--- config.mk ---
export PLATFORM = sky130hd
export DESIGN_NAME = periodic_task_slot_scheduler_core
export DESIGN_NICKNAME = d
export VERILOG_FILES = /design/src/pts_pkg.sv /design/src/periodic_task_slot_scheduler_core.sv /design/src/pts_ctrl.sv /design/src/pts_dpath.sv
export SDC_FILE = /design/constraint.sdc
export NUM_CORES = 2
export LEC_CHECK = 0
export BUFFER_PORTS_ARGS = -buffer_cell sky130_fd_sc_hd__buf_4
export CORE_UTILIZATION = 35
export CTS_CLUSTER_DIAMETER = 50
export DETAILED_ROUTE_END_ITERATION = 6
export PLACE_DENSITY = 0.5
export SLEW_MARGIN = 40
export SYNTH_ARGS = -nofsm -noshare
export SYNTH_HDL_FRONTEND = slang
export SYNTH_SLANG_ARGS = --single-unit
--- constraint.sdc ---
create_clock -name i_clk -period 9.8 [get_ports i_clk]
set_input_delay 0.49 -clock i_clk [delete_from_list [all_inputs] [get_ports i_clk]]
set_output_delay 0.49 -clock i_clk [all_outputs]
set_load 0.02 [all_outputs]
--- src/pts_pkg.sv ---
// Shared types and codes for the periodic task slot scheduler.
// Used by the controller, the datapath, the top level and the checker.
package pts_pkg;

    // operation codes of an input item
    localparam logic [1:0] FUNC_TICK = 2'd0;
    localparam logic [1:0] FUNC_ADD  = 2'd1;
    localparam logic [1:0] FUNC_DEL  = 2'd2;
    localparam logic [1:0] FUNC_RSVD = 2'd3;

    // kinds of a result item
    localparam logic [1:0] KIND_DUE = 2'd0;
    localparam logic [1:0] KIND_ADD = 2'd1;
    localparam logic [1:0] KIND_DEL = 2'd2;

    typedef struct packed {
        logic [1:0]         func;
        logic [31:0]        task_id;
        logic [15:0]        period;
        logic [15:0]        delay;
        logic signed [31:0] now;
    } t_in_item;

    typedef struct packed {
        logic [1:0]  kind;
        logic [3:0]  slot;
        logic [31:0] due_id;
        logic [31:0] lateness;
        logic        ok;
        logic        last;
    } t_out_item;

    // controller to datapath
    typedef struct packed {
        logic accept;
        logic scan;
        logic fin;
    } t_cmd;

    // datapath to controller
    typedef struct packed {
        logic skip;
        logic scan_done;
        logic out_free;
    } t_sts;

endpackage

--- src/periodic_task_slot_scheduler_core.sv ---
// Top level of the periodic task slot scheduler.
// Instantiates pts_ctrl and pts_dpath; types from pts_pkg.
//
//  port group   direction  payload     handshake
//  input item   in         i_item      i_valid / o_stall
//  result item  out        o_res       o_valid / i_stall
//
// Every accepted add, delete or fresh tick walks all SLOTS slots, one slot
// per cycle through the slot memory's registered read port while the result
// side does not stall; the input stalls until the walk and its finish are done.
// A repeated tick or an unused operation code finishes in its accept cycle.
// Reset clears the slot flags, the last tick and all control state.
// A stalled result holds the walk at each further due slot and at the finish.
module periodic_task_slot_scheduler_core #(
    parameter int SLOTS = 16
) (
    input  logic               i_clk,
    input  logic               i_rst_n,
    input  logic               i_valid,
    output logic               o_stall,
    input  pts_pkg::t_in_item  i_item,
    output logic               o_valid,
    input  logic               i_stall,
    output pts_pkg::t_out_item o_res
);

    pts_pkg::t_cmd cmd;
    pts_pkg::t_sts sts;

    pts_ctrl u_ctrl (
        .i_clk      (i_clk),
        .i_rst_n    (i_rst_n),
        .i_in_valid (i_valid),
        .i_sts      (sts),
        .o_in_stall (o_stall),
        .o_cmd      (cmd)
    );

    pts_dpath #(
        .SLOTS (SLOTS)
    ) u_dpath (
        .i_clk       (i_clk),
        .i_rst_n     (i_rst_n),
        .i_item      (i_item),
        .i_cmd       (cmd),
        .o_sts       (sts),
        .i_out_stall (i_stall),
        .o_out_valid (o_valid),
        .o_out       (o_res)
    );

endmodule

--- src/pts_ctrl.sv ---
// Controller of the slot scheduler: idle, slot walk, finish.
// Uses pts_pkg command and status types.
module pts_ctrl (
    input  logic          i_clk,
    input  logic          i_rst_n,
    input  logic          i_in_valid,
    input  pts_pkg::t_sts i_sts,
    output logic          o_in_stall,
    output pts_pkg::t_cmd o_cmd
);

    localparam logic [1:0] S_IDLE = 2'd0;
    localparam logic [1:0] S_SCAN = 2'd1;
    localparam logic [1:0] S_FIN  = 2'd2;

    logic [1:0] r_state;
    logic [1:0] n_state;

    // next state and commands
    always_comb begin
        n_state = r_state;
        o_cmd   = '0;
        unique case (r_state)
            S_IDLE: begin
                if (i_in_valid) begin
                    o_cmd.accept = 1'b1;
                    if (!i_sts.skip) begin
                        n_state = S_SCAN;
                    end
                end
            end
            S_SCAN: begin
                o_cmd.scan = 1'b1;
                if (i_sts.scan_done) begin
                    n_state = S_FIN;
                end
            end
            S_FIN: begin
                o_cmd.fin = 1'b1;
                if (i_sts.out_free) begin
                    n_state = S_IDLE;
                end
            end
            default: begin
                n_state = S_IDLE;
            end
        endcase
    end

    always_ff @(posedge i_clk) begin
        if (!i_rst_n) begin
            r_state <= S_IDLE;
        end else begin
            r_state <= n_state;
        end
    end

    assign o_in_stall = (r_state != S_IDLE);

endmodule

--- src/pts_dpath.sv ---
// Datapath of the slot scheduler: slot memory, walk pointer, compare stage,
// pending due result and output register. Uses pts_pkg.
module pts_dpath #(
    parameter int SLOTS = 16
) (
    input  logic               i_clk,
    input  logic               i_rst_n,
    input  pts_pkg::t_in_item  i_item,
    input  pts_pkg::t_cmd      i_cmd,
    output pts_pkg::t_sts      o_sts,
    input  logic               i_out_stall,
    output logic               o_out_valid,
    output pts_pkg::t_out_item o_out
);

    localparam int IW = $clog2(SLOTS);
    localparam int CW = $clog2(SLOTS + 1);

    // slot memory and per-slot written flags
    logic [31:0] r_mem_task [SLOTS];
    logic [15:0] r_mem_per  [SLOTS];
    logic [31:0] r_mem_dl   [SLOTS];
    logic [SLOTS-1:0] r_vld;

    pts_pkg::t_in_item  r_in;
    logic [31:0]        r_last_tick;
    logic [CW-1:0]      r_ptr;
    logic               r_ev_v;
    logic [IW-1:0]      r_ev_idx;
    logic               r_rd_vld;
    logic [31:0]        r_rd_task;
    logic [15:0]        r_rd_per;
    logic [31:0]        r_rd_dl;
    logic               r_have;
    logic [IW-1:0]      r_sel;
    logic               r_pend_v;
    logic [IW-1:0]      r_pend_slot;
    logic [31:0]        r_pend_id;
    logic [31:0]        r_pend_late;
    logic               r_out_v;
    pts_pkg::t_out_item r_out;
    pts_pkg::t_out_item n_out;

    logic [31:0] eff_task;
    logic [31:0] now_u;
    logic        out_free;
    logic        is_match;
    logic        is_due;
    logic        need_push;
    logic        adv;
    logic        ptr_in;
    logic        eval;
    logic        fin_go;
    logic        out_push;
    logic        tick_wr;
    logic        add_wr;
    logic        del_wr;

    // compare stage
    assign now_u     = $unsigned(r_in.now);
    assign eff_task  = r_rd_vld ? r_rd_task : 32'd0;
    assign is_match  = (eff_task == r_in.task_id);
    assign is_due    = (r_in.func == pts_pkg::FUNC_TICK) && (eff_task != 32'd0)
                       && ($signed(r_rd_dl) <= r_in.now);
    assign out_free  = !r_out_v || !i_out_stall;
    assign need_push = r_ev_v && is_due && r_pend_v;
    assign adv       = i_cmd.scan && (!need_push || out_free);
    assign ptr_in    = (r_ptr < CW'(SLOTS));
    assign eval      = adv && r_ev_v;
    assign tick_wr   = eval && is_due;
    assign fin_go    = i_cmd.fin && out_free;
    assign add_wr    = fin_go && (r_in.func == pts_pkg::FUNC_ADD) && r_have;
    assign del_wr    = fin_go && (r_in.func == pts_pkg::FUNC_DEL) && r_have;

    // status
    assign o_sts.skip      = (i_item.func == pts_pkg::FUNC_RSVD)
                             || ((i_item.func == pts_pkg::FUNC_TICK)
                                 && ($unsigned(i_item.now) == r_last_tick));
    assign o_sts.scan_done = (r_ptr == CW'(SLOTS)) && !r_ev_v;
    assign o_sts.out_free  = out_free;

    // memory writes
    always_ff @(posedge i_clk) begin
        if (add_wr || del_wr) begin
            r_mem_task[r_sel] <= add_wr ? r_in.task_id : 32'd0;
        end
    end

    always_ff @(posedge i_clk) begin
        if (add_wr) begin
            r_mem_per[r_sel] <= r_in.period;
        end
    end

    always_ff @(posedge i_clk) begin
        if (tick_wr) begin
            r_mem_dl[r_ev_idx] <= now_u + {16'd0, r_rd_per};
        end else if (add_wr) begin
            r_mem_dl[r_sel] <= now_u + {16'd0, r_in.delay};
        end
    end

    always_ff @(posedge i_clk) begin
        if (!i_rst_n) begin
            r_vld <= '0;
        end else if (add_wr || del_wr) begin
            r_vld[r_sel] <= 1'b1;
        end
    end

    // registered slot read, one slot per advance
    always_ff @(posedge i_clk) begin
        if (adv && ptr_in) begin
            r_rd_task <= r_mem_task[r_ptr[IW-1:0]];
            r_rd_per  <= r_mem_per[r_ptr[IW-1:0]];
            r_rd_dl   <= r_mem_dl[r_ptr[IW-1:0]];
            r_rd_vld  <= r_vld[r_ptr[IW-1:0]];
        end
    end

    // input capture and last tick
    always_ff @(posedge i_clk) begin
        if (i_cmd.accept) begin
            r_in <= i_item;
        end
    end

    always_ff @(posedge i_clk) begin
        if (!i_rst_n) begin
            r_last_tick <= 32'd0;
        end else if (i_cmd.accept && (i_item.func == pts_pkg::FUNC_TICK)) begin
            r_last_tick <= $unsigned(i_item.now);
        end
    end

    // walk pointer and compare stage valid
    always_ff @(posedge i_clk) begin
        if (!i_rst_n) begin
            r_ptr  <= '0;
            r_ev_v <= 1'b0;
        end else if (i_cmd.accept) begin
            r_ptr  <= '0;
            r_ev_v <= 1'b0;
        end else if (adv) begin
            r_ev_v <= ptr_in;
            if (ptr_in) begin
                r_ptr <= r_ptr + CW'(1);
            end
        end
    end

    always_ff @(posedge i_clk) begin
        if (adv && ptr_in) begin
            r_ev_idx <= r_ptr[IW-1:0];
        end
    end

    // add: last match, else first free; delete: first match
    always_ff @(posedge i_clk) begin
        if (!i_rst_n) begin
            r_have <= 1'b0;
        end else if (i_cmd.accept) begin
            r_have <= 1'b0;
        end else if (eval) begin
            if (r_in.func == pts_pkg::FUNC_ADD) begin
                if (is_match || ((eff_task == 32'd0) && !r_have)) begin
                    r_have <= 1'b1;
                    r_sel  <= r_ev_idx;
                end
            end else if (r_in.func == pts_pkg::FUNC_DEL) begin
                if (is_match && !r_have) begin
                    r_have <= 1'b1;
                    r_sel  <= r_ev_idx;
                end
            end
        end
    end

    // pending due result, held until the next one or the walk end
    always_ff @(posedge i_clk) begin
        if (!i_rst_n) begin
            r_pend_v <= 1'b0;
        end else if (i_cmd.accept || fin_go) begin
            r_pend_v <= 1'b0;
        end else if (tick_wr) begin
            r_pend_v <= 1'b1;
        end
    end

    always_ff @(posedge i_clk) begin
        if (tick_wr) begin
            r_pend_slot <= r_ev_idx;
            r_pend_id   <= eff_task;
            r_pend_late <= now_u - r_rd_dl;
        end
    end

    // result selection
    always_comb begin
        n_out          = '0;
        n_out.slot     = 4'(r_pend_slot);
        n_out.due_id   = r_pend_id;
        n_out.lateness = r_pend_late;
        n_out.ok       = 1'b1;
        n_out.kind     = pts_pkg::KIND_DUE;
        out_push       = 1'b0;
        if (i_cmd.fin) begin
            n_out.last = 1'b1;
            priority if (r_in.func == pts_pkg::FUNC_ADD
                         || r_in.func == pts_pkg::FUNC_DEL) begin
                out_push       = fin_go;
                n_out.kind     = (r_in.func == pts_pkg::FUNC_ADD) ?
                                 pts_pkg::KIND_ADD : pts_pkg::KIND_DEL;
                n_out.lateness = 32'd0;
                n_out.ok       = r_have;
                n_out.slot     = r_have ? 4'(r_sel) : 4'd0;
                n_out.due_id   = r_have ? r_in.task_id : 32'd0;
            end else begin
                out_push = fin_go && r_pend_v;
            end
        end else begin
            out_push = adv && need_push;
        end
    end

    // output register
    always_ff @(posedge i_clk) begin
        if (!i_rst_n) begin
            r_out_v <= 1'b0;
        end else if (out_push) begin
            r_out_v <= 1'b1;
        end else if (!i_out_stall) begin
            r_out_v <= 1'b0;
        end
    end

    always_ff @(posedge i_clk) begin
        if (out_push) begin
            r_out <= n_out;
        end
    end

    assign o_out_valid = r_out_v;
    assign o_out       = r_out;

endmodule

# After elaboration in Yosys (flattened, before gate mapping)
# Memories as Yosys holds them, arrays and structs flattened. A register that Yosys moved wholly into a read port is not among the register bits.
# Index checks and enable logic that the tools add are counted.
[totals] reg_bits=306 ram_bits=1280 inputBits=102 out_inout_bits=74 word_cells=146 memories=3
[mem_list] name="u_dpath.r_mem_dl" depth=16 width=32 rd=1 rd_clocked_by_memory_dff=1 wr=1 line_no="pts_dpath.sv:22" rtl="logic [31:0] r_mem_dl [SLOTS];"
[mem_list] name="u_dpath.r_mem_task" depth=16 width=32 rd=1 rd_clocked_by_memory_dff=1 wr=1 line_no="pts_dpath.sv:20" rtl="logic [31:0] r_mem_task [SLOTS];"
[mem_list] name="u_dpath.r_mem_per" depth=16 width=16 rd=1 rd_clocked_by_memory_dff=1 wr=1 line_no="pts_dpath.sv:21" rtl="logic [15:0] r_mem_per [SLOTS];"
[classes] addsub=4 order_cmp=5 n_eq_ne=14 muxes=43 bitwise_logic=3 reduce_logical=49
[ops] cell="$mux W32" n=4
[ops] cell="$mux W70" n=1
[ops] cell="$mux W69" n=1
[ops] cell="$add A32 B16 Y32" n=2
[ops] cell="$eq A32 B32 Y1" n=2
[ops] cell="$le A32 B32 Y1" n=1
[ops] cell="$logic_not A32 Y1" n=1
[ops] cell="$reduce_bool A32 Y1" n=1
[ops] cell="$reduce_or A32 Y1" n=1
[ops] cell="$sub A32 B32 Y32" n=1
[ops] cell="$mux W4" n=6
[ops] cell="$mux W1" n=23
[ops] cell="$logic_and A1 B1 Y1" n=21
[ops] cell="$or A16 B16 Y16" n=1
[ops] cell="$lt A4 B5 Y1 const B" n=2
[ops] cell="$mux W2" n=5
[ops] cell="$ne A2 B2 Y1 const B" n=4
[ops] cell="$reduce_and A4 Y1" n=2
[ops] cell="$logic_or A1 B1 Y1" n=7
[ops] cell="$eq A2 B2 Y1 const B" n=3
[ops] cell="$logic_not A2 Y1" n=3
[ops] cell="$pmux W2 S3" n=1
[ops] cell="$reduce_and A6 Y1" n=1
[ops] cell="$reduce_bool A2 Y1" n=3
[ops] cell="12 further kinds" n=21

# Longest topological paths before layout
[logic_depth] word_depth=15 depth_mapped=18 ltp_nobuf=16

# Cells and area by module
# Synthesis repeated with hierarchy kept, for this count alone.
[hier_totals] cells_unflattened=3359 hier_area_um2=66292.3
[modules_own_cells] mod="pts_dpath" n_inst=1 cells_per_inst=3344 area_per_inst_um2=66164.7 seq_area_each_um2=49397.4
[modules_own_cells] mod="pts_ctrl" n_inst=1 cells_per_inst=15 area_per_inst_um2=127.6 seq_area_each_um2=40.0

# Least setup slack after synthesis
# No wires, ideal clock.
[synth_timing] path_kind="register to register" start="reg u_dpath.r_in (netlist bit u_dpath.now_u[17])" end="reg u_dpath.r_out (netlist bit u_dpath.o_out[0]) (enable)" setup_time_ns=0.526 t_arrival_ns=5.425 required_ns=9.274 path_slack_ns=3.849 stages_incl_launch_ff=12 path_buffers=1 synth_period_minus_slack_ns=5.951 cell_sequence="edfxtp_1 -> inv_1 -> ha_1 -> clkbuf_1 -> a21oi_1 -> o21ai_0 -> a221oi_1 -> o221a_2 -> nor2_1 -> nor2_1 -> o21ai_2 -> a21oi_1"
[synth_via] elab_chain_len=9
[synth_rtl] element="from (decl)" line_no="pts_dpath.sv:25" rtl="pts_pkg::t_in_item r_in;"
[synth_rtl] element="from (signal assigned)" line_no="pts_dpath.sv:124" rtl="r_in <= i_item;"
[synth_rtl] element="$le A32 B32 Y1 (*)" line_no="pts_dpath.sv:64" rtl="&& ($signed(r_rd_dl) <= r_in.now);"
[synth_rtl] element="$logic_and A1 B1 Y1 (*)" line_no="pts_dpath.sv:64"
[synth_rtl] element="$logic_and A1 B1 Y1 (*) (2 in series)" line_no="pts_dpath.sv:66" rtl="assign need_push = r_ev_v && is_due && r_pend_v;"
[synth_rtl] element="$logic_not A1 Y1" line_no="pts_dpath.sv:67" rtl="assign adv = i_cmd.scan && (!need_push || out_free);"
[synth_rtl] element="$logic_or A1 B1 Y1" line_no="pts_dpath.sv:67"
[synth_rtl] element="$logic_and A1 B1 Y1" line_no="pts_dpath.sv:67"
[synth_rtl] element="$logic_and A1 B1 Y1 (*)" line_no="pts_dpath.sv:222" rtl="out_push = adv && need_push;"
[synth_rtl] element="$mux W1 (*)" line_no="pts_dpath.sv:207" rtl="if (i_cmd.fin) begin"
[synth_rtl] element="via u_dpath.out_push" line_no="pts_dpath.sv:54" rtl="logic out_push;"
[synth_rtl] element="to (signal assigned)" line_no="pts_dpath.sv:239" rtl="r_out <= n_out;"
[synth_rtl] element="to (decl)" line_no="pts_dpath.sv:41" rtl="pts_pkg::t_out_item r_out;"
# Mark *: on every way through the listed nets, which the timed path passes. The rest lies on a longest branch.
# A chain may end at the register's enable or synchronous reset.

# Worst setup path after layout
[layout_timing] start="reg u_ctrl.r_state[0]" end="mem u_dpath.r_mem_dl[3][30] (data pin)"
[layout_via] elab_chain_len=10 elab_cells_between_ends=15 classes_between="eq/ne: 2; mux: 6; reduce/logical: 7"
[layout_rtl] element="from (decl)" line_no="pts_ctrl.sv:16" rtl="logic [1:0] r_state;"
[layout_rtl] element="from (signal assigned)" line_no="pts_ctrl.sv:54" rtl="r_state <= n_state;"
[layout_rtl] element="$eq A2 B2 Y1" line_no="pts_ctrl.sv:23" rtl="unique case (r_state)"
[layout_rtl] element="$mux W1" line_no="pts_ctrl.sv:23"
[layout_rtl] element="$logic_and A1 B1 Y1" line_no="pts_dpath.sv:71" rtl="assign fin_go = i_cmd.fin && out_free;"
[layout_rtl] element="$logic_and A1 B1 Y1 (2 in series)" line_no="pts_dpath.sv:72" rtl="assign add_wr = fin_go && (r_in.func == pts_pkg::FUNC_ADD) && r_have;"
[layout_rtl] element="$mux W1" line_no="pts_dpath.sv:98" rtl="end else if (add_wr) begin"
[layout_rtl] element="$mux W1 (*)" line_no="pts_dpath.sv:96" rtl="if (tick_wr) begin"
[layout_rtl] element="$mux W1 (not written as such) (*)" line_no="pts_dpath.sv:99" rtl="r_mem_dl[r_sel] <= now_u + {16'd0, r_in.delay};"
[layout_rtl] element="$reduce_or A32 Y1 (no source line) (*)"
[layout_rtl] element="$mux W32 (no source line) (*)"
[layout_rtl] element="to (decl)" line_no="pts_dpath.sv:22"
# Mark *: on every way between the ends. The rest lies on a longest branch, timed or not.

==> reports/qor.txt <==
Run status - complete, but fails checks
Failing checks - design-rule violations
Largest stage delay, worst path - 0.60 ns
Worst VDD drop - 132 uV
Post-CTS Resized - 0
Fmax achieved - 192 MHz
Net Switching - 3.62 mW
Total Routing Usage GR - 0.182
Gate Count Post-Synth - 3363
Total wire length - 174000 um
Sequential share of power - 0.512
Die area - 191000 um^2
GPL Wtd Cong - 0.803
WS Path Type - flip-flop to flip-flop
Syn-to-layout area delta - 18.4%
WP data arrival - 5.72 ns
Final setup vio count - 0
Worst-Skew Late Latency - 0.84 ns
Synth Flop Type - edfxtp_1
Max Transition Viols Final - 0
Num rows - 159
Layout Skew - 0.0432 ns
Max clock buf depth - 3
Inserted Clock Buffers - 187
PortBufs - 175
Syn avg cell area - 19.7 um^2
Post-route ant nets - 0
Leak Pwr - 23.5 nW
Synth unique cells - 73
Via count - 33084
Sequential share of the synthesized area - 0.747
Area leader, netlist - edfxtp_1
DRT iter0 DRCs - 2900
Final Hold Viols - 0
Synthesized area - 66200 um^2
Max cap viols - 0
WP buf/inv - 1
Crit-path slowest cell - xnor2_2
Min Tclk post-route - 5.20 ns
Crit-path cells - nand2b_1 -> a21oi_1 -> nand3_1 -> buf_4 -> nand2_1 -> nand2_1 -> ha_1 -> fa_1 -> a21o_1 -> a21oi_2 -> o21bai_2 -> a2111oi_4 -> o31ai_2 -> a211o_1 -> a21oi_4 -> nor3_2 -> xnor2_2
Smallest hold slack - 0.156 ns
DP HPWL - 99400 um
Synth top area cells - edfxtp_1, mux4_2, dfxtp_1
Most used cell, CP - nand2_1
Initial antenna violation count - 7
H-tree depth - 4
IO Pins - 176
WP data required - 10.32 ns
First-pass GRT wire length - 248000 um
Unrepaired setup endpoints after global routing - no
Worst Setup End Kind - flip-flop
Clock Sinks - 1666
Die width - 437 um
Hold Path Class - input pin to flip-flop
PD cells - 201 nW/um^2
CP Launch Type - flip-flop
Top cell type's share of synthesized area - 0.729
P_int - 12.2 mW
TritonCTS clock tree - built
Vias in the first global route - 33667
Tcrit/Tclk final - 0.530
Most frequent cells in the layout - edfxtp_1, mux4_2, buf_4, nand2_1, clkbuf_16
Avg WL per Cell - 27.2 um
Net Sw Frac - 0.229
Logic pwr share - 0.064
Largest net degree at the start of global routing - 126
Least-Margin Pin Slew - 0.867 ns
Clock network power share - 0.424
CTS root buf - clkbuf_16
DP Cell Count - 5962
Non-Filler Instances - 6407
CTS clock-pin slew for the worst setup and hold paths - 0.06 ns
Number of synthesized register bits - 1666
Die height - 437 um
Core Region - 188000 um^2
Initial Utilization - 0.352
Routed vias/inst - 5.16
Worst slew margin - 0.416
Overflow after GRT - 0
First-pass DRT Iterations - 7
Kind of cell adding the most delay to the critical path - compound AO/OA/AOI/OAI gates
EDFF count, synth - 1607
Share of cells above drive strength 1 - 0.265
Critical path peak fanout - 29
Fin nets - 3950
Ys Warns - 0
TNS Setup - 0 ns
Asr flop ratio synth - 0
DRC violations left - 28
Syn Nets - 3552
Commonest non-fill, non-tap cell in the layout - edfxtp_1
cell type report:
type	count	area [um^2]
well taps	2495	3120
clock inverters	106	1000
inverters	105	403
multi-input cells	1450	16400
fillers	16600	109000
repair buffers	351	3130
diodes	1	2.50
flip-flops and latches	1666	49500
clock buffers	233	4850
power groups by stage:
stage,clock network (mW),logic [mW],registers (mW)
finish,6.69,1.01,8.08
global route,7.10,1.10,8.08
detailed placement,0,0.983,8.23
global placement,0,0.951,8.23
CTS,6.84,1.02,8.08
floorplan,0,0.633,8.17
cells in the mapped netlist (3+ instances only):
cell type	n
edfxtp_1	1607
mux4_2	405
nand2_1	224
nor2_1	109
clkbuf_1	105
inv_1	104
and2_1	96
ha_1	85
xnor2_1	84
o21ai_0	71
dfxtp_1	59
a21oi_1	56
a21boi_0	35
buf_1	32
nand3_1	26
o21a_1	24
a21o_1	23
nor4_1	21
xor2_1	21
nand4_1	16
nor2b_1	13
nand3b_1	12
a31oi_1	10
nand2b_1	10
a22oi_1	9
nor3_1	9
o31ai_1	9
and3_1	8
o21bai_1	7
buf_2	5
nor3_2	4
o22ai_1	4
a2111oi_0	3
a211oi_1	3
a31o_2	3
o31a_1	3
sequential cells by signal (all words and copies together) (netlist names), 16 cells and up:
signal and cells:
u_dpath.o_out 72, u_dpath.r_pend_late 32, u_dpath.r_mem_dl 512, u_dpath.r_vld 16, u_dpath.r_last_tick 32, u_dpath.r_mem_task 512, u_dpath.r_pend_id 32, u_dpath.r_rd_task 32
u_dpath.r_mem_per 256, u_dpath.r_in 66, u_dpath.now_u 32, u_dpath.r_rd_per 16, u_dpath.r_rd_dl 32
logic make-up (layout without fill, tap and decap cells):
family          after synthesis  count (layout)  synth area share
buf+inv                     247             795            0.0141
xor+xnor                    105             105            0.0139
flops                      1666            1666             0.747
fa+ha+maj                    87              87            0.0167
mux                         407             407             0.138
other cells                   0               1                 0
compound gates              290             290            0.0295
simple gates                561             561            0.0405
stage by stage:
stage	utilization	setup WS, ns	power (mW)	cell area [um^2]
after detailed placement	0.380	4.50	9.21	71300
after global routing	0.417	4.25	16.3	78400
after global placement	0.378	4.31	9.18	71000
after CTS	0.416	4.57	15.9	78200
after floorplan	-	3.85	8.80	66200
final	0.417	4.60	15.8	78400
what timing repair did:
action,4_1_cts,5_1_grt
setup buffers,0,0
hold buffers,99,0
hold endpoints to repair,131,0
worst register-to-register path: cells and delay by family (launching register included):
| kind | cells | cell delay [ns] |
|---|---|---|
| compound gates | 8 | 2.33 |
| xor+xnor | 1 | 0.60 |
| fa+ha+maj | 2 | 0.67 |
| buf+inv | 1 | 0.28 |
| flops | 1 | 0.32 |
| simple gates | 5 | 0.66 |
layer usage:
layer	track usage	share of wire
met2	0.301	0.49
met5	0	0
met3	0.0260	0.044
met4	0.0433	0.018
met1	0.254	0.44
final timing paths:
check	start	end	slack (ns)	cells after the start
hold / removal	i_rst_n	u_dpath.o_out_valid$_SDFFE_PN0P_	0.16	3
setup / recovery	u_ctrl.r_state[0]$_SDFFE_PN0P_	u_dpath.r_mem_dl[3][30]$_DFFE_PP_	4.60	17
hold reg to reg	u_dpath.r_vld[12]$_SDFFE_PN0N_	u_dpath.r_vld[12]$_SDFFE_PN0N_	0.46	1
setup reg to reg	u_ctrl.r_state[0]$_SDFFE_PN0P_	u_dpath.r_mem_dl[3][30]$_DFFE_PP_	4.60	17
Note: power is estimated with default switching activity, not from simulation.
